$ cat src/sitl_pkg.sv
// Shared types and constants for the spiral index to lattice block.
// No dependencies; sitl_ring_map, sitl_scale and the top level import this package.
`timescale 1ns / 1ps
`default_nettype none

package sitl_pkg;

    localparam int INDEX_W   = 64;
    localparam int LAT_W     = 33;
    localparam int POS_W     = 40;
    localparam int SPACING_W = 8;

    localparam logic [SPACING_W-1:0] SPACING_RESET = 8'd12;

    typedef enum logic [1:0] {
        EDGE_RIGHT,
        EDGE_TOP,
        EDGE_LEFT,
        EDGE_BOTTOM
    } t_edge;

endpackage

`default_nettype wire

$ cat src/sitl_ring_map.sv
// Three-stage map from square root and remainder to a signed lattice point.
// Depends on sitl_pkg for the lattice width and the edge type.
`timescale 1ns / 1ps
`default_nettype none

module sitl_ring_map
    import sitl_pkg::*;
#(
    parameter int ROOT_W = 32
) (
    input  wire logic              i_clk,
    input  wire logic              i_rst_n,
    input  wire logic              i_valid,
    input  wire logic [ROOT_W-1:0] i_root,
    input  wire logic [ROOT_W:0]   i_rem,
    output logic                   o_valid,
    output logic signed [LAT_W-1:0] o_lat_x,
    output logic signed [LAT_W-1:0] o_lat_y
);

    localparam int OW = ROOT_W + 3;
    localparam int TW = ROOT_W + 1;

    // Stage A: ring number and offset within the ring.
    logic              n_a_zero;
    logic [ROOT_W-1:0] n_a_ring;
    logic [OW-1:0]     n_a_off;
    logic              r_a_vld;
    logic              r_a_zero;
    logic [ROOT_W-1:0] r_a_ring;
    logic [OW-1:0]     r_a_off;

    assign n_a_zero = (i_root == '0);
    assign n_a_ring = ROOT_W'(({1'b0, i_root} + (ROOT_W + 1)'(1)) >> 1);

    always_comb begin
        if (i_root[0]) begin
            n_a_off = OW'(i_rem);
        end else begin
            n_a_off = OW'(i_rem) + OW'({i_root, 1'b0}) - OW'(1);
        end
    end

    // Stage B: edge selection and position along the edge.
    logic [OW-1:0]     w_e1;
    logic [OW-1:0]     w_e2;
    logic [OW-1:0]     w_e3;
    t_edge             n_b_edge;
    logic [TW-1:0]     n_b_pos;
    logic              r_b_vld;
    logic              r_b_zero;
    logic [ROOT_W-1:0] r_b_ring;
    t_edge             r_b_edge;
    logic [TW-1:0]     r_b_pos;

    assign w_e1 = OW'({r_a_ring, 1'b0});
    assign w_e2 = OW'({r_a_ring, 2'b0});
    assign w_e3 = w_e1 + w_e2;

    always_comb begin
        priority if (r_a_off < w_e1) begin
            n_b_edge = EDGE_RIGHT;
            n_b_pos  = TW'(r_a_off);
        end else if (r_a_off < w_e2) begin
            n_b_edge = EDGE_TOP;
            n_b_pos  = TW'(r_a_off - w_e1);
        end else if (r_a_off < w_e3) begin
            n_b_edge = EDGE_LEFT;
            n_b_pos  = TW'(r_a_off - w_e2);
        end else begin
            n_b_edge = EDGE_BOTTOM;
            n_b_pos  = TW'(r_a_off - w_e3);
        end
    end

    // Stage C: signed lattice coordinates.
    logic signed [LAT_W-1:0] w_sr;
    logic signed [LAT_W-1:0] w_up;
    logic signed [LAT_W-1:0] w_dn;
    logic signed [LAT_W-1:0] n_c_x;
    logic signed [LAT_W-1:0] n_c_y;
    logic                    r_c_vld;
    logic signed [LAT_W-1:0] r_c_x;
    logic signed [LAT_W-1:0] r_c_y;

    assign w_sr = signed'(LAT_W'(r_b_ring));
    assign w_up = signed'(LAT_W'(r_b_pos)) + LAT_W'(1) - w_sr;
    assign w_dn = w_sr - LAT_W'(1) - signed'(LAT_W'(r_b_pos));

    always_comb begin
        unique case (r_b_edge)
            EDGE_RIGHT: begin
                n_c_x = w_sr;
                n_c_y = w_up;
            end
            EDGE_TOP: begin
                n_c_x = w_dn;
                n_c_y = w_sr;
            end
            EDGE_LEFT: begin
                n_c_x = -w_sr;
                n_c_y = w_dn;
            end
            EDGE_BOTTOM: begin
                n_c_x = w_up;
                n_c_y = -w_sr;
            end
            default: begin
                n_c_x = '0;
                n_c_y = '0;
            end
        endcase
        if (r_b_zero) begin
            n_c_x = '0;
            n_c_y = '0;
        end
    end

    always_ff @(posedge i_clk) begin
        if (!i_rst_n) begin
            r_a_vld <= 1'b0;
            r_b_vld <= 1'b0;
            r_c_vld <= 1'b0;
        end else begin
            r_a_vld <= i_valid;
            r_b_vld <= r_a_vld;
            r_c_vld <= r_b_vld;
        end
    end

    always_ff @(posedge i_clk) begin
        r_a_zero <= n_a_zero;
        r_a_ring <= n_a_ring;
        r_a_off  <= n_a_off;
        r_b_zero <= r_a_zero;
        r_b_ring <= r_a_ring;
        r_b_edge <= n_b_edge;
        r_b_pos  <= n_b_pos;
        r_c_x    <= n_c_x;
        r_c_y    <= n_c_y;
    end

    assign o_valid = r_c_vld;
    assign o_lat_x = r_c_x;
    assign o_lat_y = r_c_y;

    a_off_in_ring: assert property (@(posedge i_clk) disable iff (!i_rst_n)
        (r_a_vld && !r_a_zero) |-> (r_a_off < {r_a_ring, 3'b000}))
        else $error("ring offset exceeds ring length");

    a_point_on_ring: assert property (@(posedge i_clk) disable iff (!i_rst_n)
        (r_c_vld && !$past(r_b_zero)) |->
            (r_c_x == $past(w_sr) || r_c_x == -$past(w_sr) ||
             r_c_y == $past(w_sr) || r_c_y == -$past(w_sr)))
        else $error("lattice point does not lie on its ring");

endmodule

`default_nettype wire

$ cat config.mk
export PLATFORM = sky130hd
export DESIGN_NAME = sitl_ring_map
export DESIGN_NICKNAME = d
export VERILOG_FILES = /design/src/sitl_pkg.sv /design/src/sitl_ring_map.sv
export SDC_FILE = /design/constraint.sdc
export NUM_CORES = 1
export LEC_CHECK = 0
export ABC_AREA = 1
export BUFFER_PORTS_ARGS = -buffer_cell sky130_fd_sc_hd__clkbuf_2
export CELL_PAD_IN_SITES_DETAIL_PLACEMENT = 2
export CELL_PAD_IN_SITES_GLOBAL_PLACEMENT = 2
export CORE_MARGIN = 1
export CORE_UTILIZATION = 30
export DETAILED_ROUTE_END_ITERATION = 16
export MAX_ROUTING_LAYER = met4
export PLACE_DENSITY_LB_ADDON = 0.15
export SYNTH_ARGS = -nofsm -noshare
export SYNTH_HDL_FRONTEND = slang
export SYNTH_SLANG_ARGS = --single-unit
$ cat constraint.sdc
create_clock -name i_clk -period 4 [get_ports i_clk]
set_clock_uncertainty 0.2 [all_clocks]
set_input_delay 0.2 -clock i_clk [delete_from_list [all_inputs] [get_ports i_clk]]
set_output_delay 0.2 -clock i_clk [all_outputs]
set_load 0.005 [all_outputs]
After elaboration in Yosys (flattened, before gate mapping):

Index checks and enable logic that the tools add are counted.

* input port bits: 68
* bits in registers: 205

* $add $sub $neg: 12
* muxes and demuxes: 8
* equality and inequality tests: 3
* reductions and logical operators: 3
* magnitude comparators: 3

Operator list (number)
* $pmux W33 S4: 2
* $sub A33 B33 Y33: 5
* $mux W33: 4
* $add A33 B34 Y35: 1
* $lt A35 B33 Y1: 1
* $lt A35 B34 Y1: 1
* $lt A35 B35 Y1: 1
* $sub A34 B1 Y35 const B: 1
* $add A33 B33 Y34: 1
* $add A32 B1 Y33 const B: 1
* $add A33 B2 Y33 const B: 1
* $neg A32 Y33: 1
* $sub A32 B1 Y33 const B: 1
* $logic_not A32 Y1: 1
* $eq A2 B2 Y1 const B: 2
* $eq A2 B1 Y1 const B: 1
* $logic_not A2 Y1: 1
* $mux W1: 2
* $reduce_or A2 Y1: 1

Logic depth before layout (Yosys ltp):

* word-level depth: 5
* mapped depth: 30

Least setup slack after synthesis:

Ideal clock, no wire load.

* path type: register to register
* start: reg r_a_ring[1]
* end: reg r_b_pos[30]
* setup slack: 0.261 ns
* path buffers: 1
* period minus slack after synthesis: 3.739 ns
* data required time: 3.688 ns
* cell stages (with the launch flop): 25
* arrival: 3.426 ns
* path through: dfxtp_1 ha_1 fa_1 nand3_1 nand2_1 a21boi_0 o21ai_0 nand2_1 nand2_1 nand2_1 nand2_1 xor2_1 ha_1 nand2_1 nor2_1 nand2_1 nor3_2 nand2_1 nand2_1 buf_2 nand3_1 nand3_1 nand2_1 nand2_1 nand2_1

* longest elaborated chain between the ends: 5

RTL lines
* start: declaration: line sitl_ring_map.sv:30 `logic [ROOT_W-1:0] r_a_ring;`
* start signal: assignment: line sitl_ring_map.sv:133 `r_a_ring <= n_a_ring;`
* $add A33 B34 Y35: line sitl_ring_map.sv:58 `assign w_e3 = w_e1 + w_e2;`
* $sub A33 B33 Y33 / $lt A35 B35 Y1 (equally long branches): line sitl_ring_map.sv:72, sitl_ring_map.sv:67
* $mux W33: line sitl_ring_map.sv:67 `end else if (r_a_off < w_e3) begin`
* $mux W33: line sitl_ring_map.sv:64 `end else if (r_a_off < w_e2) begin`
* $mux W33 (*): line sitl_ring_map.sv:61 `priority if (r_a_off < w_e1) begin`
* net n_b_pos[30]: line sitl_ring_map.sv:49 `logic [TW-1:0] n_b_pos;`
* end signal: assignment: line sitl_ring_map.sv:138 `r_b_pos <= n_b_pos;`
* end: declaration: line sitl_ring_map.sv:54 `logic [TW-1:0] r_b_pos;`

The timed path passes the listed nets; every way through them passes the cells marked *.
A chain may end at the register's enable or synchronous reset.

Final worst setup path:

* start: reg r_a_ring[1]
* end: reg r_b_pos[20]

The elaborated chain is that of the path after synthesis.

==> out/qor.csv <==
stage,metric,value,unit
synthesis,Netlist cell types,50,
finish,Fillers,10200,
finish,Antenna diodes,0,
finish,Area Overhead vs Synth,24.8,%
min_path,Worst Hold Class,in2reg,
clock_tree,CTS buffer count,27,
synthesis,"area leader, netlist",nand2_1,
timing,fin crit period,4.14,ns
synthesis,number of synthesized flops with an enable pin,0,
timing,Slew @ Worst Pin,1.04,ns
place,placed cells,5641,
clock_tree,Clock Sinks,205,
power_and_ir_drop,Cell Pwr Density,628,mW/mm^2
finish,# nets final,5094,
synthesis,mux cell area share after synthesis,0,
floorplanning,core area,0.0821,mm^2
place,"Cell Area, Placed",0.0282,mm^2
worst_setup_path,Worst R2R Path Depth,25,
synthesis,Post-synth top cells,"nand2_1 (1305), inv_1 (742), nor2_1 (386)",
place,# port buffers,134,
finish,layout cell share with drive strength beyond 1,0.121,
global_route,total global routing overflow,0,
synthesis,XOR/XNOR share of the synthesized area,0.0482,
timing,Max transition margin,0.304,
global_route,initial antenna violation count,1,
route,drt first pass iters,6,
power_and_ir_drop,leakage power,16.5,nW
floorplanning,I/O pin count,135,
timing,setup TNS,-2.50,ns
worst_setup_path,CP startpoint,r_a_ring[1],
worst_setup_path,Critical Path End Type,flop,
global_route,Tot GR Track Use,0.322,
synthesis,most frequent cell after synthesis,nand2_1,
clock_tree,Clock Tree Root,clkbuf_16,
timing,max-slew violation count,0,
floorplanning,die area,0.0842,mm^2
route,vias per inst,5.23,
route,Routed Antenna Nets,0,
finish,multi-input logic area,0.0183,mm^2
power_and_ir_drop,total power,19.5,mW
clock_tree,Worst-Skew Late Latency,0.61,ns
route,DRT iter0 DRCs,1264,
finish,FF+latch area,0.00414,mm^2
status,failing checks,setup timing,
finish,"Core Util, Final",0.379,
synthesis,synthesis warning total,0,
worst_setup_path,Critical Path RT,4.35,ns
floorplanning,die height,290,um
synthesis,Post-synth ARST share,0,
finish,Layout Cells excl Fill,5818,
global_route,vias in the first global route,33400,
route,DRC,0,
finish,Final Instance Area,0.0311,mm^2
timing,final hold vios,0,
flow_run,MaxCap Viol Count,0,
worst_setup_path,Worst R2R End,r_b_pos[20],
clock_tree,Clock Tree Buf Depth,3,
timing,final hold slack,0.106,ns
timing,crit share post-route,1.03,
synthesis,average size of a mapped cell,5.79,um^2
synthesis,"Net Count, Synth",4666,
global_route,largest net degree at the start of global routing,52,
clock_tree,CTS tree,yes,
synthesis,top-area cell type share of the netlist area,0.197,
timing,unrepaired setup endpoints after global routing,yes,
route,drt wl/cell,23.9,um
synthesis,Seq cells post-synth,205,
route,Via Count,30400,
synthesis,largest family of logic cells by synthesized area,simple AND/OR/NAND/NOR gates,
place,GPL Wtd Cong,0.958,
global_route,first-pass GRT wire length,200,mm
synthesis,sequential-to-total area share from yosys stat,0.165,
synthesis,top post-synthesis cells by area,"nand2_1 (20%), dfxtp_1 (16%), ha_1 (15%)",
floorplanning,Die Wd,290,um
status,status,"finished, violations left",
power_and_ir_drop,maximum VDD drop,0.000341,V
timing,final worst-path setup slack,-0.135,ns
worst_setup_path,worst reg-to-reg setup slack,-0.14,ns
floorplanning,starting density of the core,0.303,
clock_tree,Worst-path clk slew,0.06,ns
synthesis,Mapped Area,0.0249,mm^2
clock_tree,H-tree Lvls,1,
route,Post-Route WL,139,mm
floorplanning,FP Rows,105,
worst_setup_path,CP arrival,4.49,ns
worst_setup_path,FF-to-FF Start,r_a_ring[1],
worst_setup_path,"Max FO, Critical Path",6,
synthesis,Post-Synthesis Cells,4299,
worst_setup_path,critical path type,reg2reg,
worst_setup_path,crit path to,r_b_pos[20],
timing,Final Setup Violations,33,
timing,Fmax,0.242,GHz
place,DP Worst Slack,-0.445,ns
synthesis,Post-Synth Adder-Cell Area,0.152,
synthesis,most used flip-flop cell after synthesis,dfxtp_1,
synthesis,simple-gate share of the synthesized area,0.380,
synthesis,compound-gate portion of the synthesized area,0.132,
worst_setup_path,startpoint types,flop,
place,DP HPWL,113,mm
cell usage in the layout, fill, tap and decap left out, types with 55 or more instances in the layout:
cell,instances
nand2_1,1276
inv_1,736
nor2_1,371
nand3_1,355
ha_1,271
a21oi_1,266
buf_4,195
dfxtp_1,190
o21ai_0,176
clkbuf_2,134
dlygate4sd3_1,109
xor2_1,106
nand4_1,55
registers in the layout, indices dropped and copies added, names as in the netlist:
name and cells:
o_lat_y 33, r_b_zero 1, o_lat_x 33, r_b_vld 1, r_b_ring 32, r_b_pos 33, r_a_zero 1, r_a_off 35
r_a_vld 1, r_b_edge 2, o_valid 1, r_a_ring 32
worst max-delay path, stage by stage (launching register included):
cell	delay, ns
dfxtp_4	0.36
ha_4	0.17
fa_2	0.36
nand3_2	0.08
nand2_2	0.08
buf_6	0.14
a21oi_4	0.18
o21ai_4	0.10
buf_4	0.16
nand4_1	0.17
nand2_2	0.13
xnor2_2	0.16
ha_1	0.35
nand2_2	0.11
inv_1	0.05
a21oi_2	0.14
or2_1	0.13
nand3_2	0.09
buf_6	0.13
a21oi_4	0.18
buf_12	0.15
buf_16	0.12
nand2_1	0.06
nand2_1	0.06
nand2_1	0.07
a21oi_2	0.13
cell families (layout without fill, tap and decap cells):
group,Yosys count,count (layout)
DFF,205,205
buffers and inverters,807,1256
xor gates and xnor gates,137,137
AOI/OAI and AO/OA,601,601
and+or+nand+nor,2250,2250
adders and majority gates,299,299
report_power, final:
group	switching, mW	internal (mW)
Combinational	9.04	4.58
Clock	1.13	1.48
Sequential	0.600	2.70
metal layers:
layer | global-route usage | wire (um)
met5 | - | 0
met3 | 0.0214 | 3310
met4 | 0.185 | 9640
met2 | 0.589 | 70900
met1 | 0.341 | 55300
worst min-delay path by stage:
stage,depth (start not counted),start,end
5_1_grt,3,i_root[0],r_a_off[29]
3_5_place_dp,0,r_a_off[0],r_b_pos[0]
3_3_place_gp,0,r_a_off[0],r_b_pos[0]
6_report,3,i_root[0],r_a_off[29]
4_1_cts,3,i_root[0],r_a_off[29]
2_1_floorplan,1,i_rem[0],r_a_off[0]
area by class of cell:
| cell class | count | area share |
|---|---|---|
| Clock buffer | 32 | 0.0230 |
| Clock inverter | 18 | 0.00624 |
| Inverter | 750 | 0.0905 |
| Multi-Input combinational cell | 3287 | 0.590 |
| Sequential cell | 205 | 0.133 |
| Tap cell | 1070 | 0.0431 |
| Timing Repair Buffer | 456 | 0.114 |
timing repair:
action / in CTS / in global routing
pin swaps: 12 / 42
buffers inserted: 4 / 10
gates resized for setup: 50 / 126
endpoints found under the setup margin: 33 / 33
hold endpoints to repair: 70 / 0
cloned: 3 / 1
hold buffers: 109 / 0
Power figures use the tool's default switching activity.
