### config.mk
export PLATFORM = sky130hd
export DESIGN_NAME = sitl_scale
export DESIGN_NICKNAME = d
export VERILOG_FILES = /design/src/sitl_pkg.sv /design/src/sitl_scale.sv
export SDC_FILE = /design/constraint.sdc
export NUM_CORES = 1
export LEC_CHECK = 0
export CORE_UTILIZATION = 54
export CTS_CLUSTER_SIZE = 12
export DETAILED_ROUTE_END_ITERATION = 8
export DONT_BUFFER_PORTS = 1
export GPL_ROUTABILITY_DRIVEN = 0
export PLACE_DENSITY = 0.66
export SYNTH_ARGS = -nofsm -noshare
export SYNTH_HDL_FRONTEND = slang
export SYNTH_SLANG_ARGS = --single-unit
### constraint.sdc
create_clock -name i_clk -period 10.3 [get_ports i_clk]
set_clock_uncertainty 0.1 [all_clocks]
set_input_delay 2.06 -clock i_clk [delete_from_list [all_inputs] [get_ports i_clk]]
set_output_delay 2.06 -clock i_clk [all_outputs]
set_load 0.05 [all_outputs]
### src/sitl_pkg.sv
// Shared types and constants for the spiral index to lattice block.
// No dependencies; sitl_ring_map, sitl_scale and the top level import this package.
`timescale 1ns / 1ps
`default_nettype none

package sitl_pkg;

    localparam int INDEX_W   = 64;
    localparam int LAT_W     = 33;
    localparam int POS_W     = 40;
    localparam int SPACING_W = 8;

    localparam logic [SPACING_W-1:0] SPACING_RESET = 8'd12;

    typedef enum logic [1:0] {
        EDGE_RIGHT,
        EDGE_TOP,
        EDGE_LEFT,
        EDGE_BOTTOM
    } t_edge;

endpackage

`default_nettype wire

### src/sitl_scale.sv
// Output stage: scales the lattice point by the spacing and registers the result.
// Depends on sitl_pkg for the lattice, position and spacing widths.
`timescale 1ns / 1ps
`default_nettype none

module sitl_scale
    import sitl_pkg::*;
(
    input  wire logic                    i_clk,
    input  wire logic                    i_rst_n,
    input  wire logic                    i_valid,
    input  wire logic signed [LAT_W-1:0] i_lat_x,
    input  wire logic signed [LAT_W-1:0] i_lat_y,
    input  wire logic [SPACING_W-1:0]    i_spacing,
    output logic                         o_valid,
    output logic signed [LAT_W-1:0]      o_lat_x,
    output logic signed [LAT_W-1:0]      o_lat_y,
    output logic signed [POS_W-1:0]      o_pos_x,
    output logic signed [POS_W-1:0]      o_pos_y
);

    localparam int PW = LAT_W + SPACING_W + 1;

    logic signed [SPACING_W:0] w_sp;
    logic signed [PW-1:0]      w_px;
    logic signed [PW-1:0]      w_py;
    logic                      r_valid;
    logic signed [LAT_W-1:0]   r_lat_x;
    logic signed [LAT_W-1:0]   r_lat_y;
    logic signed [POS_W-1:0]   r_pos_x;
    logic signed [POS_W-1:0]   r_pos_y;

    assign w_sp = signed'({1'b0, i_spacing});
    assign w_px = i_lat_x * w_sp;
    assign w_py = i_lat_y * w_sp;

    always_ff @(posedge i_clk) begin
        if (!i_rst_n) begin
            r_valid <= 1'b0;
        end else begin
            r_valid <= i_valid;
        end
    end

    always_ff @(posedge i_clk) begin
        r_lat_x <= i_lat_x;
        r_lat_y <= i_lat_y;
        r_pos_x <= w_px[POS_W-1:0];
        r_pos_y <= w_py[POS_W-1:0];
    end

    assign o_valid = r_valid;
    assign o_lat_x = r_lat_x;
    assign o_lat_y = r_lat_y;
    assign o_pos_x = r_pos_x;
    assign o_pos_y = r_pos_y;

endmodule

`default_nettype wire

Word-level counts from Yosys, hierarchy flattened
Index checks and enable logic that the tools add are counted.

storage, ports and cells
  bits in registers = 147
  input port bits = 77
  output and inout bits = 147
  logic and storage cells = 7

cells by class
  $mul = 2

operators with widths
  cell             number
  $mul A33 B9 Y40  2

Logic depth before layout (Yosys ltp)
Gate-level depths: netlist (run 1).

  depth after elaboration = 1
  depth in mapped cells = 22
  mapped depth without buffers = 19

Worst setup path after synthesis (run 1)
OpenSTA, ideal clock, no wires.

  path kind = in2reg
  start = input i_spacing[1]
  end = register r_pos_x[29] (netlist: o_pos_x[29])
  arrival time = 6.756 ns
  data required time = 10.076 ns
  slack = 3.320 ns
  stages = 21
  cells stage by stage = clkbuf_1 clkbuf_1 nand2_1 fa_1 inv_1 fa_1 fa_1 inv_1 fa_1 inv_1 ha_1 buf_2 nand4_1 nor4_1 or3_4 o21ai_2 a21oi_1 o31ai_2 nand2b_1 and4_4 a2111o_1

on the way
  longest elaborated chain between the ends = 1

ends and longest elaborated chain
  what                  line              source
  from (decl)           sitl_scale.sv:14  input wire logic [SPACING_W-1:0] i_spacing,
  $mul A33 B9 Y40       sitl_scale.sv:34  assign w_px = i_lat_x * w_sp;
  net w_px[29]          sitl_scale.sv:25  logic signed [PW-1:0] w_px;
  to (signal assigned)  sitl_scale.sv:48  r_pos_x <= w_px[POS_W-1:0];
  to (decl)             sitl_scale.sv:30  logic signed [POS_W-1:0] r_pos_x;

The timed path passes the listed nets, and every way through them passes these cells.
A chain may end at the register's enable or synchronous reset.

Final worst setup path (run 1)
  start = input i_spacing[0]
  end = register r_pos_x[28] (netlist: o_pos_x[28])

Same word-level chain as after synthesis.

==> flow_metrics.tcl, run 1 <==
set metrics [dict create \
    ys_dominant_reg_cell "dfxtp_1" \
    grt_start_max_net_pins 68 \
    worst_setup_path_start_kind "primary input" \
    p_comb_share_pct 65.8 \
    final.setup.worst_slack_ns 3.66 \
    final-hold-violation-count 0 \
    core_um2 37000 \
    synth.lib_cells_used.distinct 63 \
    die-width_um 197 \
    hold_buffers 0 \
    die-height_um 197 \
    critical_path.cell_chain "nand2_1 > fa_1 > inv_1 > fa_1 > fa_1 > inv_1 > fa_1 > inv_1 > ha_1 > a21oi_1 > o21ai_0 > a221oi_1 > o31ai_1 > o21ai_0 > a21oi_1 > a21o_1 > a31oi_1 > xnor2_1" \
    finalWirelength_um 46000 \
    route.detailed.vias_per_inst 5.31 \
    cts-resized-gates 0 \
    layout.cells.most_common_list "inv_1, fa_1, nand2_1" \
    post_route_cells_drive_above_1_share_pct 2.45 \
    timing.final.crit_period_ns 6.64 \
    dpl_worst_slack_ns 3.31 \
    synth_nets 2872 \
    clock_tree.buffer_depth 2 \
    detailedRoute.firstPassIterationCount 5 \
    synth-async-reset-ratio_pct 0 \
    hpwlAfterDp_um 34600 \
    required_time_of_the_critical_path_ns 10.54 \
    initial_utilization_pct 55.3 \
    power.static_leakage_nw 11.2 \
    setup_repair_after_global_routing_missed_its_margin "no" \
    grt_pass1_wl_um 78700 \
    via_count_of_the_first_global_routing_pass 16000 \
    crit_arrival_ns 6.88 \
    antenna_found_initial 1 \
    ys_ff_latch 147 \
    cts_tree "done" \
    worstPathMaxFanout 66 \
    routed-via-count 14400 \
    cts-htree-levels 4 \
    power_frac_seq_pct 23.2 \
    clock_sink_count 147 \
    seq_area_frac_synth_pct 14.4 \
    layout.cells.most_common "inv_1" \
    max_freq_mhz 151 \
    cap_violations 0 \
    timing.hold.worst.class "in -> reg" \
    slew_viols_final 0 \
    io_buffer_count 0 \
    dieArea_um2 38600 \
    synth_edf_count 0 \
    grt.total_usage_pct 26.0 \
    slew_headroom_pct 41.1 \
    rows 70 \
    crit_path_end_kind "register" \
    mappedNetlistArea_um2 20400 \
    cts_inserted_buffers 17 \
    cellPowerDensity_nw_per_um2 294 \
    routedWlPerCell_um 17.0 \
    cts_root_buffer "clkbuf_16" \
    status "complete, no violations" \
    switching_share_pct 53.0 \
    area_growth_pct 4.91 \
    final_period_util_pct 64.5 \
    final_nets 2825 \
    synthesis.area_per_instance_um2 9.13 \
    setup-violations-final 0 \
    timing_worst_setup_path_type "in -> reg" \
    cell_count_after_synthesis 2239 \
    cts_post_setup_buffers_inserted 0 \
    clkPwrFrac_pct 11.0 \
    drt_iter0_drc 634 \
    internal_power_mw 2.96 \
    vdd_ir_max_uv 284 \
    critical-path-slowest-cell "o31ai_1" \
    cp_slowest_stage_delay_ns 0.77 \
    drt_drc_violations_left 0 \
    finalSetupTns_ns 0 \
    floorplan.io_pins 224 \
    critPathMostFrequentCell "fa_1" \
    ys.warnings.count 0 \
    postRouteAntennaNets 0 \
    power.net_switching_mw 3.35 \
    clk_pin_slew_worst_paths_ns 0.08 \
    max_slew.worst_pin.slew_ns 0.877 \
    gr-total-overflow 0 \
]
==> state kept, by name, indices dropped and copies added (netlist names) <==
register and cells:
o_pos_x 40, o_pos_y 40, o_lat_x 33, o_lat_y 33
o_valid 1
==> worst max-delay path: cells and delay by family <==
family | cells | cell delay (ns)
xor+xnor | 1 | 0.14
buf+inv | 3 | 0.15
simple gates | 1 | 0.07
compound gates | 8 | 2.03
fa+ha+maj | 5 | 2.42
==> Yosys cell counts (3+ instances only) <==
cell	n	area [um2]
a211o_1	3	26.3
a211oi_1	6	45.0
a21o_1	23	173
a21oi_1	57	285
a21oi_2	3	26.3
a31oi_1	7	43.8
and2_1	259	1620
and3_1	8	50.1
buf_2	6	30.0
clkbuf_1	59	221
dfxtp_1	147	2940
fa_1	398	7970
ha_1	158	1980
inv_1	533	2000
nand2_1	311	1170
nand2b_1	7	43.8
nand3_1	13	65.1
nand4_1	7	43.8
nor2_1	35	131
nor2b_1	5	31.3
nor3_1	7	35.0
nor4_1	5	31.3
o211ai_1	7	52.6
o21a_1	7	52.6
o21ai_0	25	125
o21ai_1	4	20.0
o21ai_2	3	26.3
o21bai_1	9	67.6
o31ai_1	6	45.0
or3_1	7	43.8
xnor2_1	49	429
xor2_1	26	228
==> final timing paths <==
path,startpoint,endpoint,cells after the start
setup / recovery,i_spacing[0],o_pos_x[28]$_DFF_P_,18
hold / removal,i_lat_x[32],o_lat_x[32]$_DFF_P_,0
==> routing by layer <==
metal	vias up	global-route usage, %	part of all wire (%)
met2	405	47.1	52
met1	7351	30.1	39
met3	78	5.39	6.5
met5	-	0	0.020
met4	2	9.70	2.9
li1	6553	-	-
==> final cells by class <==
class	count	area (um2)
Sequential cell	147	2940
Multi-Input combinational cell	1493	15200
Clock inverter	15	205
Clock buffer	17	425
Inverter	533	2000
Fill cell	3349	15500
Tap cell	504	631
Antenna cell	1	2.50
==> kinds of logic (layout without fill, tap and decap cells) <==
logic type,after synthesis,count (layout),synth area share [%]
compound gates,185,185,6.18
flops,147,147,14.4
xor+xnor,75,75,3.21
simple gates,677,677,16.5
buf+inv,599,565,11.1
fa+ha+maj,556,556,48.6
other cells,0,1,0
==> through the flow <==
stage / cell area (um2) / hold WS, ns / power (mW) / instances / util, %
5_1_grt: 21400 / 1.49 / 6.98 / 2710 / 58.0
3_5_place_dp: 20800 / 1.99 / 5.63 / 2677 / 56.3
3_3_place_gp: 20800 / 1.99 / 5.54 / 2677 / 56.3
4_1_cts: 21400 / 1.48 / 6.38 / 2709 / 58.0
2_1_floorplan: 20400 / 1.99 / 4.76 / 2239 / -
6_report: 21400 / 1.51 / 6.31 / 2710 / 58.0
==> power by group through the flow <==
stage / Clock, mW / Combinational (mW) / Sequential (mW)
2_1_floorplan: 0 / 3.31 / 1.45
4_1_cts: 0.715 / 4.19 / 1.47
6_report: 0.694 / 4.16 / 1.46
3_5_place_dp: 0 / 4.15 / 1.48
3_3_place_gp: 0 / 4.06 / 1.49
5_1_grt: 0.737 / 4.76 / 1.48
Power figures use the tool's default switching activity.
==> run 2, diff against run 1 <==
Clock period 10.3 ns to 6.67 ns, I/O delays scaled along.
==> run 2 against run 1 <==
- combinational power is 54% higher
- via count is 0.88% lower
- die area stayed put
- core utilization is 0.10 points lower
- sequential cell count stayed put
- clock-buffer cell count stayed put
- clock power is 47% higher
- total power is 54% higher
- non-clock buffer count stayed put
- critical path type unchanged
- largest cell class unchanged
- highest routed layer is now met4
==> flow_metrics.tcl, run 2 (synthesis gave the netlist of run 1 again) <==
set metrics [dict create \
    hold-path-cell-count 0 \
    layout.cells.most_common "inv_1" \
    cellPowerDensity_nw_per_um2 453 \
    cts-htree-levels 4 \
    postRouteAntennaNets 0 \
    routed-via-count 14300 \
    grt.total_usage_pct 26.3 \
    fillers 3329 \
    slew_headroom_pct 38.9 \
    total_power_mw 9.70 \
    slew_viols_final 0 \
    finalWirelength_um 46300 \
    layout.cells.most_common_list "inv_1, fa_1, nand2_1" \
    clock_sink_count 147 \
    placed_standard_cell_area_um2 20800 \
    holdPathEnd "o_lat_y[4]$_DFF_P_" \
    route.detailed.vias_per_inst 5.27 \
    crit_path_start "i_spacing[3]" \
    setup-violations-final 0 \
    die-height_um 197 \
    die-width_um 197 \
    cts_inserted_buffers 17 \
    routedWlPerCell_um 17.1 \
    hpwlAfterDp_um 35400 \
    finalSetupTns_ns 0 \
    power.static_leakage_nw 11.2 \
    drt_drc_violations_left 0 \
    hold_buffers 0 \
    worst_setup_path_start_kind "primary input" \
    max_slew.worst_pin.slew_ns 0.908 \
    gr-total-overflow 0 \
    worstPathMaxFanout 66 \
    num_antenna_cells 0 \
    antenna_found_initial 0 \
    via_count_of_the_first_global_routing_pass 15900 \
    post_route_cells_drive_above_1_share_pct 2.45 \
    rows 70 \
    grt_start_max_net_pins 68 \
    vdd_ir_max_uv 390 \
    required_time_of_the_critical_path_ns 6.87 \
    final-hold-violation-count 0 \
    clock_tree.buffer_depth 2 \
    area_growth_pct 4.72 \
    layout.core_utilization_pct 57.9 \
    final_nets 2825 \
    drt_iter0_drc 596 \
    clk_pin_slew_worst_paths_ns 0.08 \
    startpoint_of_the_most_critical_hold_path "i_lat_y[4]" \
    timing.hold.worst.class "in -> reg" \
    design_area_um2 21400 \
    final_period_util_pct 88.0 \
    status "complete, no violations" \
    timing_worst_setup_path_type "in -> reg" \
    cts_tree "done" \
    core_um2 37000 \
    cts_post_setup_buffers_inserted 0 \
    io_buffer_count 0 \
    cts_root_buffer "clkbuf_16" \
    detailedRoute.firstPassIterationCount 5 \
    max_freq_mhz 170 \
    timing.final.crit_period_ns 5.87 \
    initial_utilization_pct 55.3 \
    setup_repair_after_global_routing_missed_its_margin "no" \
    grt_pass1_wl_um 79300 \
    crit_path_end_kind "register" \
    crit_arrival_ns 6.07 \
    cap_violations 0 \
    dieArea_um2 38600 \
    floorplan.io_pins 224 \
    cts-resized-gates 0 \
]
==> run 2: layout make-up <==
| class | instances | area (um2) | share of cell area [%] |
|---|---|---|---|
| clock buffer | 17 | 425 | 1.99 |
| clock inverter | 15 | 169 | 0.789 |
| inverter | 533 | 2000 | 9.34 |
| multi-input combinational | 1493 | 15200 | 71.2 |
| sequential | 147 | 2940 | 13.7 |
| tap | 504 | 631 | 2.95 |
==> run 2: worst max path at each step <==
stage	endpoint	slack (ns)
6_report	o_pos_y[39]$_DFF_P_	0.80
5_1_grt	o_pos_x[28]$_DFF_P_	0.45
4_1_cts	o_pos_y[39]$_DFF_P_	0.86
3_5_place_dp	o_pos_y[39]$_DFF_P_	0.38
3_3_place_gp	o_pos_x[35]$_DFF_P_	0.44
2_1_floorplan	o_pos_x[29]$_DFF_P_	0.42
==> run 2: layer usage <==
metal / GRT usage (%) / wire length (um) / vias to the layer above
met5: 0 / 0 / -
met4: 8.38 / 1080 / 0
met3: 5.27 / 2780 / 55
met2: 47.4 / 24000 / 369
met1: 31.5 / 18400 / 7285
li1: - / - / 6554
==> run 2: critical path: stages <==
cell       delay [ns]
and2_1           0.14
fa_1             0.54
inv_1            0.06
fa_1             0.53
inv_1            0.05
fa_1             0.47
inv_1            0.05
fa_1             0.48
inv_1            0.04
ha_1             0.32
or4_1            0.48
o21ai_0          0.12
a21oi_2          0.09
a41oi_2          0.37
o22ai_2          0.21
o2111ai_2        0.25
nand2_1          0.12
nor4_1           0.29
a311oi_1         0.09
==> run 2: per-stage QoR <==
stage	std cells	hold slack [ns]	worst slack, ns
3_5_place_dp	2677	1.26	0.377
4_1_cts	2709	0.772	0.857
3_3_place_gp	2677	1.26	0.440
2_1_floorplan	2239	1.26	0.416
6_report	2709	0.795	0.799
5_1_grt	2709	0.779	0.453
==> run 2: power breakdown <==
| part | internal [mW] | switching [mW] | total [mW] |
|---|---|---|---|
| Sequential | 1.24 | 1.03 | 2.27 |
| Combinational | 2.73 | 3.69 | 6.42 |
| Clock | 0.561 | 0.455 | 1.02 |
| Total | 4.53 | 5.17 | 9.70 |
