[src/sitl_sqrt_step.sv]
// One registered iteration of the bitwise integer square root.
// Standalone; chained by the top level, one instance per root bit.
`timescale 1ns / 1ps
`default_nettype none

module sitl_sqrt_step #(
    parameter int W = 64,
    parameter int J = 0
) (
    input  wire logic         i_clk,
    input  wire logic         i_rst_n,
    input  wire logic         i_valid,
    input  wire logic [W-1:0] i_rem,
    input  wire logic [W-1:0] i_root,
    output logic              o_valid,
    output logic [W-1:0]      o_rem,
    output logic [W-1:0]      o_root
);

    localparam logic [W:0] PROBE = (W + 1)'(1) << (2 * J);

    logic [W:0]   w_trial;
    logic         w_ge;
    logic [W-1:0] n_rem;
    logic [W-1:0] n_root;
    logic         r_valid;
    logic [W-1:0] r_rem;
    logic [W-1:0] r_root;

    assign w_trial = {1'b0, i_root} + PROBE;
    assign w_ge    = {1'b0, i_rem} >= w_trial;

    always_comb begin
        if (w_ge) begin
            n_rem  = i_rem - w_trial[W-1:0];
            n_root = (i_root >> 1) + PROBE[W-1:0];
        end else begin
            n_rem  = i_rem;
            n_root = i_root >> 1;
        end
    end

    always_ff @(posedge i_clk) begin
        if (!i_rst_n) begin
            r_valid <= 1'b0;
        end else begin
            r_valid <= i_valid;
        end
    end

    always_ff @(posedge i_clk) begin
        r_rem  <= n_rem;
        r_root <= n_root;
    end

    assign o_valid = r_valid;
    assign o_rem   = r_rem;
    assign o_root  = r_root;

endmodule

`default_nettype wire

[config.mk]
export PLATFORM = sky130hd
export DESIGN_NAME = sitl_sqrt_step
export DESIGN_NICKNAME = d
export VERILOG_FILES = /design/src/sitl_sqrt_step.sv
export SDC_FILE = /design/constraint.sdc
export NUM_CORES = 1
export LEC_CHECK = 0
export BUFFER_PORTS_ARGS = -buffer_cell sky130_fd_sc_hd__buf_2
export CAP_MARGIN = 10
export CORE_UTILIZATION = 36
export CTS_CLUSTER_SIZE = 24
export DETAILED_ROUTE_END_ITERATION = 6
export PLACE_DENSITY = 0.64
export REMOVE_ABC_BUFFERS = 1
export SYNTH_ARGS = -nofsm -noshare
export SYNTH_HDL_FRONTEND = slang
export SYNTH_SLANG_ARGS = --single-unit
[constraint.sdc]
create_clock -name i_clk -period 8.6 [get_ports i_clk]
set_clock_uncertainty 0.15 [all_clocks]
set_input_delay 0.86 -clock i_clk [delete_from_list [all_inputs] [get_ports i_clk]]
set_output_delay 0.86 -clock i_clk [all_outputs]
set_load 0.1 [all_outputs]
# == Word-level counts from Yosys, hierarchy flattened ==
# Index checks and enable logic that the tools add are counted.
# word_totals
latch_bits,0
mem_count,0
register_bits,129
ram_bits,0
romBits,0
# classes
shift,0
mux,2
eq_ne,0
magnitude_cmp,1
add_sub_neg,3
n_div,0
reduce_logical,0
bitwise,0
multipliers,0
# ops
operator,n
"adder 64 x 1 -> 65 bit, second input constant",1
greater-or-equal comparator 64 x 65 -> 1 bit,1
"adder 63 x 1 -> 64 bit, second input constant",1
two-way mux 64 bit,1
subtractor 64 bit,1
two-way mux 63 bit,1

# == Longest topological paths before layout ==
# Gate-level depths: netlist (run 1).
# logic_depth
word_depth,3
mapped_depth,25

# == Least setup slack after synthesis (run 1) ==
# OpenSTA, ideal clock, no wires.
# synth_timing
path_type,input to register
start,in i_root[3]
end,"reg r_root[57], in the netlist o_root[57]"
cell_stages,23
path_slack_ps,2806
arrival_ps,5526
cell_sequence,buf_4 -> and3_4 -> and3_4 -> nand2_4 -> or3_4 -> nor4_4 -> nand2_2 -> or4_4 -> or2_1 -> xor2_1 -> ha_1 -> clkbuf_1 -> nand4_1 -> or2_1 -> o22ai_1 -> o31ai_1 -> a21oi_1 -> nand3b_1 -> o2bb2ai_2 -> buf_4 -> nor3_4 -> nand4_1 -> xnor2_1
# synth_via
elab_chain_cells,3
elab_cells_between_ends,4
cone_classes,2 x add/sub; 1 x order compare; 1 x mux
# synth_lines
item,line,text
from (decl),14,"input wire logic [W-1:0] i_root,"
adder 64 x 1 -> 65 bit,30,"assign w_trial = {1'b0, i_root} + PROBE;"
greater-or-equal comparator 64 x 65 -> 1 bit,31,"assign w_ge = {1'b0, i_rem} >= w_trial;"
two-way mux 63 bit (*),34,if (w_ge) begin
net n_root[57],25,logic [W-1:0] n_root;
to (signal assigned),53,r_root <= n_root;
to (decl),28,logic [W-1:0] r_root;
# The timed path passes the listed nets; every way through them passes the cells marked *.
# A chain may end at the register's enable or synchronous reset.

# == Worst setup path after layout (run 1) ==
# layout_timing
start,in i_root[1]
end,"reg r_rem[34], in the netlist o_rem[34]"
# layout_via
elab_chain_cells,3
elab_cells_between_ends,4
cone_classes,2 x add/sub; 1 x order compare; 1 x mux
# layout_lines
item,line,text
adder 64 x 1 -> 65 bit (*),30,
subtractor 64 bit / greater-or-equal comparator 64 x 65 -> 1 bit (equally long branches),"35, 31",
two-way mux 64 bit (*),34,
net n_rem[34],24,logic [W-1:0] n_rem;
to (signal assigned),52,r_rem <= n_rem;
to (decl),27,logic [W-1:0] r_rem;
# Marked as above.

==> results of run 1 <==
==> placed cells by master, fill, tap and decap left out, drive strengths merged, types with 6 or more instances in the layout <==
master  Yosys  final
a21oi      92     92
a31oi       6      6
a211oi      6      6
xor2      106    106
nand2     178    178
and2        7      7
dfxtp     129    129
clkbuf     34     19
or3        10     10
and3       11     11
ha         66     66
o21ai     108    108
o211ai      6      6
o21bai     14     14
nand4      45     45
buf        26    263
or2        14     14
a21o       21     21
inv        28     30
o21a       11     11
nor4       14     14
nor2      116    116
and4        8      8
nand2b      9      9
nor3       47     47
xnor2      77     77
nand3      42     42
==> area by class of cell <==
| type | instances | share of cell area [%] |
|---|---|---|
| Sequential cell | 129 | 21.9 |
| Clock inverter | 12 | 1.34 |
| Timing Repair Buffer | 263 | 11.2 |
| Clock buffer | 19 | 3.75 |
| Inverter | 28 | 0.889 |
| Tap cell | 341 | 3.61 |
| Antenna cell | 2 | 0.0424 |
| Multi-Input combinational cell | 1063 | 57.3 |
==> cells by family after synthesis <==
family | share of synthesized area [%]
muxes | 0.562
and+or+nand+nor | 25.8
xor gates and xnor gates | 16.4
AOI/OAI and AO/OA | 17.6
adders and majority gates | 8.64
buffers and inverters | 4.65
DFF | 26.4
==> final timing paths <==
path      start  slack, ns  cells past startpoint            endpoint
min     i_valid       0.48                      2  o_valid$_SDFF_PN0_
max   i_root[1]       2.04                     20   o_rem[34]$_DFF_P_
==> layer usage <==
layer | vias to the layer above | wire length [um]
met5 | - | 0
met4 | 0 | 1010
met3 | 57 | 2950
met2 | 490 | 16700
met1 | 4699 | 16300
li1 | 4943 | -
==> power by group <==
part           switching [mW]  internal [mW]
clock                   0.307          0.464
combinational           0.873          0.233
sequential             0.0208          0.671
==> critical path: stages <==
cell and delay, ns:
buf_2 0.15, ha_1 0.25, and3_4 0.25, nand2_4 0.06, or3_4 0.42, nor4_4 0.40
nand2_2 0.14, or4_4 0.54, or2_1 0.23, xor2_1 0.15, ha_1 0.41, nand4_1 0.24
or2_1 0.17, o22ai_1 0.09, a211oi_1 0.38, nand4b_1 0.20, nand3b_1 0.26, o2bb2ai_4 0.33
buf_4 0.71, mux2_2 0.41
==> state kept, by name (all words and copies together), names as in the netlist <==
name / flops
o_valid: 1
o_rem: 64
o_root: 64
==> metrics by stage <==
stage | util [%] | cell area, sq um | power (mW) | worst slack [ns] | hold WS (ns)
final | 44.1 | 11800 | 2.57 | 2.04 | 0.479
after global routing | 44.1 | 11800 | 2.67 | 1.71 | 0.479
after CTS | 44.1 | 11800 | 2.58 | 2.12 | 0.467
after detailed placement | 41.8 | 11200 | 1.80 | 1.68 | 0.922
after global placement | 41.8 | 11200 | 1.80 | 1.79 | 0.908
after floorplan | - | 9440 | 1.56 | 1.64 | 0.807
==> flow_metrics.py, run 1 <==
metrics = {
    "detailed_routing": {
        "via_per_inst": 5.49,
        "vias": 10200,
        "wl_per_cell_um": 19.9,
        "wl_mm": 36.9,
        "dr.pass1.iters": 5,
        "drtIter0Drc": 858,
        "ant_nets": 0,
        "drc": 0,
    },
    "yosys": {
        "synth_top_area_share_pct": 26.4,
        "synth-async-reset-ratio_pct": 0,
        "synthTopCellsByCount": "176 x nand2_1, 129 x dfxtp_1, 116 x nor2_1",
        "synth_top_cell_by_area": "dfxtp_1",
        "syn_area_sq_um": 9790,
        "ys_seq_area_share_pct": 26.4,
        "synth.most_common_cell": "nand2_1",
        "ys_warn_count": 0,
        "synth_cell_type_count": 76,
        "yosys_most_used_dff": "dfxtp_1",
        "syn_avg_cell_area_sq_um": 7.65,
        "ys_seq_elements": 129,
        "synth-edff-count": 0,
        "syn_inst": 1281,
        "netlist_top_cells_area": "dfxtp_1 26%, xor2_1 9.5%, ha_1 8.4%",
    },
    "placed_design": {
        "hpwl_mm": 30.4,
        "portBuffers": 259,
        "place_congestion": 0.953,
        "post-place-cells": 1824,
    },
    "sta": {
        "fmax_ghz": 0.152,
        "fin_crit_sh_pct": 76.3,
        "fin_setup_tns_ns": 0,
        "slew_headroom_pct": 39.8,
        "tightestPinTransition_ns": 0.903,
        "final-max-slew-violation-count": 0,
        "finalCriticalPeriod_ns": 6.56,
        "setup_violations": 0,
        "hold_violations": 0,
        "rsz0062_at_grt": "no",
    },
    "global_route": {
        "track_usage_pct": 26.1,
        "use_met2_pct": 41.6,
        "antenna_found_initial": 2,
        "grt.met3_usage_pct": 4.87,
        "grt_pass1_wl_mm": 55.2,
        "overflow": 0,
        "top_usage_layer": "met2",
        "grt_use_met1_pct": 34.9,
        "grt_pass1_vias": 9492,
        "grt_max_degree": 91,
    },
    "critical_path": {
        "endpoint_kind": "flop",
        "path_class": "input pin to flop",
        "cp_max_fo": 90,
        "cp_data_required_time_ns": 8.78,
        "critPathLaunchType": "input pin",
        "critPathArrivalTime_ns": 6.74,
    },
    "min_path": {
        "hp-class": "input pin to flop",
    },
    "clock_tree": {
        "post-cts-setup-buffers": 0,
        "clock_sinks": 129,
        "cts_tree": "built",
        "clk_pin_slew_ns": 0.06,
        "root_buffer": "clkbuf_16",
        "holdBufCountCts": 0,
        "ctsResizeCount": 0,
        "max-clock-path-buffers": 2,
        "htreeDepth": 4,
        "cts_made_buffers": 17,
    },
    "layout": {
        "finalNonFillerCells": 1857,
        "multiInputGateArea_sq_um": 6770,
        "area_growth_pct": 20.6,
        "nets": 1700,
        "drive_above_1_share_pct": 21.7,
        "fill_cells": 2789,
        "seqCellArea_sq_um": 2580,
    },
    "power_and_ir_drop": {
        "power.density_nw_per_um2": 217,
        "p_leak_nw": 5.04,
        "ir_drop_mv": 0.116,
    },
    "job": {
        "drv_cap": 0,
    },
    "floorplan": {
        "dieArea_sq_um": 27900,
        "pin_count": 260,
        "die_x_um": 167,
        "rows": 60,
        "coreArea_sq_um": 26800,
        "die_y_um": 167,
        "initial_utilization_pct": 36.5,
    },
    "outcome": {
        "status": "finished, final reports clean",
    },
}
Power figures use the tool's default switching activity.
==> run 2, diff against run 1 <==
Clock period 8.6 ns to 6.29 ns, I/O delays scaled along.
==> run 2 against run 1 <==
Final area grew 2.6%. Clock power grew 41%. Critical path depth grew 1. Largest power group unchanged. Highest routed layer is now met5.
==> flow_metrics.py, run 2 (same netlist as run 1, synthesis figures left out) <==
metrics = {
    "critical_path": {
        "cp_max_fo": 10,
        "crit_buf_inv": 2,
        "slowest_stage": "nor4_1",
        "cp-endpoint": "o_root[63]$_SDFF_PN0_",
        "path_class": "input pin to flop",
        "endpoint_kind": "flop",
        "cp_top_family": "simple AND/OR/NAND/NOR gates",
        "crit_start": "i_root[2]",
        "worstPathCellList": "buf_2, ha_1, and3_4, nand2_4, or3_4, nor4_4, nand2_2, or4_4, or2_1, xor2_1, ha_1, nand2_1, nor2_1, nand2_1, nor4_1, a41o_1, a21oi_1, o2bb2ai_4, or2_1, buf_4, nor4_1",
        "worstSetupPathDepth": 21,
        "max_stage_delay_ns": 0.58,
        "critPathLaunchType": "input pin",
        "cp_data_required_time_ns": 6.42,
        "critPathArrivalTime_ns": 5.86,
    },
    "global_route": {
        "grt_max_degree": 51,
        "grt_pass1_wl_mm": 54.5,
        "grt_pass1_vias": 9691,
        "overflow": 0,
        "antenna_found_initial": 6,
        "track_usage_pct": 25.6,
    },
    "sta": {
        "setup_violations": 0,
        "finalCriticalPeriod_ns": 5.73,
        "fin_setup_tns_ns": 0,
        "setup_ws_ns": 0.555,
        "final-max-slew-violation-count": 0,
        "tightestPinTransition_ns": 0.738,
        "slew_headroom_pct": 50.5,
        "rsz0062_at_grt": "no",
        "hold_violations": 0,
        "fmax_ghz": 0.174,
        "fin_crit_sh_pct": 91.2,
    },
    "floorplan": {
        "dieArea_sq_um": 27900,
        "die_y_um": 167,
        "initial_utilization_pct": 36.5,
        "pin_count": 260,
        "rows": 60,
        "die_x_um": 167,
        "coreArea_sq_um": 26800,
    },
    "detailed_routing": {
        "wl_per_cell_um": 19.4,
        "drc": 0,
        "drtIter0Drc": 832,
        "dr.pass1.iters": 5,
        "wl_mm": 36.8,
        "vias": 10200,
        "via_per_inst": 5.39,
        "ant_nets": 0,
    },
    "layout": {
        "area_growth_pct": 23.8,
        "nets": 1736,
        "utilization_pct": 45.2,
        "fin_area_sq_um": 12100,
        "final_common_cell": "buf_2",
        "drive_above_1_share_pct": 23.5,
        "final_cell_mix": "259 x buf_2, 176 x nand2_1, 129 x dfxtp_1",
        "finalNonFillerCells": 1897,
    },
    "power_and_ir_drop": {
        "switching_share_pct": 46.1,
        "power_frac_clock_pct": 30.5,
        "p_sw_mw": 1.64,
        "p_int_mw": 1.92,
        "power_frac_comb_pct": 42.8,
        "ir_drop_mv": 0.185,
        "p_leak_nw": 5.23,
        "seqPwrFrac_pct": 26.7,
        "power.density_nw_per_um2": 294,
    },
    "job": {
        "drv_cap": 0,
    },
    "clock_tree": {
        "clk_pin_slew_ns": 0.06,
        "htreeDepth": 4,
        "post-cts-setup-buffers": 0,
        "clock_sinks": 129,
        "holdBufCountCts": 0,
        "ctsResizeCount": 0,
        "max-clock-path-buffers": 2,
        "cts_made_buffers": 17,
        "cts_tree": "built",
        "root_buffer": "clkbuf_16",
    },
    "min_path": {
        "hp-class": "input pin to flop",
        "min-delay-start": "i_valid",
    },
    "placed_design": {
        "portBuffers": 259,
        "post-place-cells": 1860,
        "hpwl_mm": 30.4,
        "dpl-instance-area_sq_um": 11500,
        "place_congestion": 0.971,
        "post-place-ws_ns": 0.259,
    },
    "outcome": {
        "status": "finished, final reports clean",
    },
}
## run 2: cell count changes in the layout (fill, tap and decap cells not counted), sizes merged
| cell | before | now |
|---|---|---|
| inv | 30 | 31 |
| diode | 2 | 6 |
| clkinv | 5 | 2 |
| bufinv | 3 | 4 |
| clkinvlp | 2 | 3 |
| buf | 263 | 299 |
## run 2: metrics by stage
stage | hold slack (ns) | total power, mW
final | 0.252 | 3.56
after global routing | 0.240 | 3.69
after CTS | 0.235 | 3.57
after detailed placement | 0.686 | 2.48
after global placement | 0.678 | 2.48
after floorplan | 0.576 | 2.14
## run 2: worst min path at each step
stage                         endpoint  depth (start not counted)
global placement    o_valid$_SDFF_PN0_                          2
floorplan           o_root[10]$_DFF_P_                          1
detailed placement  o_valid$_SDFF_PN0_                          2
CTS                 o_valid$_SDFF_PN0_                          2
finish              o_valid$_SDFF_PN0_                          2
global route        o_valid$_SDFF_PN0_                          2
## run 2: cell type report
class / count / area [sq um]
Tap cell: 341 / 427
Antenna cell: 6 / 15.0
Fill cell: 2754 / 14700
Clock buffer: 19 / 433
Multi-Input combinational cell: 1063 / 6770
Sequential cell: 129 / 2580
Inverter: 28 / 105
Clock inverter: 12 / 183
Timing Repair Buffer: 299 / 1610
## run 2: power by group through the flow
stage	logic (mW)	clock network, mW	registers, mW
global route	1.60	1.13	0.956
global placement	1.51	0	0.968
floorplan	0.446	0	1.69
detailed placement	1.51	0	0.965
CTS	1.52	1.10	0.949
finish	1.52	1.09	0.948
## run 2: layer usage
| metal | global-route usage (%) | vias up | part of all wire (%) |
|---|---|---|---|
| met5 | 0 | - | 0.035 |
| met4 | 10.9 | 2 | 3.0 |
| met3 | 5.25 | 62 | 7.8 |
| met2 | 40.3 | 453 | 45 |
| met1 | 33.9 | 4665 | 44 |
| li1 | - | 5042 | - |
==> run 3, diff against run 2 <==
Settings changed: CORE_MARGIN set to 3.
==> run 3 against run 2 <==
Combinational power is essentially flat. Sequential cell count is the same. Non-clock buffer count grew 7. Maximum frequency grew 0.44%. First-iteration DRC count grew 9.0%. Worst hold slack gained 0.0038 ns. Clock power is essentially flat. Global-route usage shrank 0.68 points. Count of clock-buffer cells in the layout shrank 2. Critical path depth is the same. Critical path type unchanged. Power grew 0.38%. Largest cell class unchanged.
==> flow_metrics.py, run 3 (same netlist as run 1, synthesis figures left out) <==
metrics = {
    "job": {
        "drv_cap": 0,
    },
    "global_route": {
        "overflow": 0,
        "grt_pass1_vias": 9885,
        "antenna_found_initial": 9,
        "grt_pass1_wl_mm": 56.2,
        "grt_max_degree": 52,
        "track_usage_pct": 25.0,
    },
    "detailed_routing": {
        "drtIter0Drc": 907,
        "wl_per_cell_um": 19.7,
        "via_per_inst": 5.40,
        "dr.pass1.iters": 5,
        "drc": 0,
        "vias": 10300,
        "wl_mm": 37.5,
        "ant_nets": 0,
    },
    "placed_design": {
        "place_congestion": 0.991,
        "post-place-cells": 1861,
        "portBuffers": 259,
        "hpwl_mm": 31.3,
    },
    "sta": {
        "fmax_ghz": 0.175,
        "finalCriticalPeriod_ns": 5.71,
        "rsz0062_at_grt": "no",
        "setup_violations": 0,
        "hold_violations": 0,
        "fin_setup_tns_ns": 0,
        "fin_crit_sh_pct": 90.8,
        "final-max-slew-violation-count": 0,
        "tightestPinTransition_ns": 0.814,
        "hold_ws_ns": 0.256,
        "slew_headroom_pct": 45.3,
    },
    "critical_path": {
        "critPathArrivalTime_ns": 5.91,
        "endpoint_kind": "flop",
        "path_class": "input pin to flop",
        "cp_data_required_time_ns": 6.49,
        "critPathLaunchType": "input pin",
        "cp_max_fo": 9,
    },
    "power_and_ir_drop": {
        "ir_drop_mv": 0.164,
        "power.density_nw_per_um2": 293,
        "p_leak_nw": 5.28,
    },
    "clock_tree": {
        "max-clock-path-buffers": 2,
        "clk_pin_slew_ns": 0.06,
        "holdBufCountCts": 0,
        "root_buffer": "clkbuf_16",
        "cts_made_buffers": 17,
        "ctsResizeCount": 0,
        "clock_sinks": 129,
        "post-cts-setup-buffers": 0,
        "htreeDepth": 4,
        "cts_tree": "built",
    },
    "layout": {
        "final_cell_mix": "259 x buf_2, 176 x nand2_1, 129 x dfxtp_1",
        "finalNonFillerCells": 1900,
        "nets": 1743,
        "drive_above_1_share_pct": 24.0,
        "final_common_cell": "buf_2",
        "area_growth_pct": 24.7,
    },
    "floorplan": {
        "initial_utilization_pct": 37.1,
        "die_x_um": 171,
        "pin_count": 260,
        "dieArea_sq_um": 29200,
        "coreArea_sq_um": 26400,
        "die_y_um": 171,
        "rows": 59,
    },
    "min_path": {
        "hp-class": "input pin to flop",
    },
    "outcome": {
        "status": "finished, final reports clean",
    },
}
## run 3: final timing paths
path  cells after the start                  to      start
max                      21  o_root[58]$_DFF_P_  i_root[2]
min                       2  o_valid$_SDFF_PN0_    i_valid
## run 3: layout make-up
| type | instances | area, sq um |
|---|---|---|
| Inverter | 28 | 105 |
| Fill cell | 2748 | 14200 |
| Timing Repair Buffer | 306 | 1690 |
| Clock buffer | 17 | 425 |
| Multi-Input combinational cell | 1063 | 6770 |
| Antenna cell | 7 | 17.5 |
| Sequential cell | 129 | 2580 |
| Tap cell | 335 | 419 |
| Clock inverter | 15 | 208 |
## run 3: report_power, final
group          total, mW  internal (mW)  switching, mW
clock               1.09          0.668          0.425
combinational       1.53          0.338           1.19
sequential         0.948          0.918         0.0302
## run 3: critical path, cell delays in order
cell       delay (ns)
buf_2            0.15
ha_1             0.24
and3_4           0.24
nand2_4          0.06
or3_4            0.42
nor4_4           0.34
nand2_2          0.14
or4_4            0.53
or2_1            0.23
xor2_1           0.15
ha_1             0.37
nand2_1          0.13
nor2_1           0.18
nand2_1          0.07
nor4_1           0.62
a41o_1           0.26
a21oi_1          0.07
o2bb2ai_4        0.21
or3_1            0.49
nor3_2           0.20
xor2_1           0.17
## run 3: per-layer routing
metal  vias up  wire [um]  GRT usage (%)
met5         -         62              0
met4        10        841           7.14
met3        59       3100           5.01
met2       441      16900           39.7
met1      4706      16600           34.3
li1       5047          -              -
## run 3: metrics by stage
step | utilization, % | instance area, sq um | worst slack, ns | power, mW
2_1_floorplan | - | 9440 | -0.437 | 2.14
3_3_place_gp | 43.8 | 11600 | 0.255 | 2.49
3_5_place_dp | 43.8 | 11600 | 0.201 | 2.49
4_1_cts | 46.1 | 12200 | 0.637 | 3.58
5_1_grt | 46.2 | 12200 | 0.317 | 3.72
6_report | 46.2 | 12200 | 0.580 | 3.57
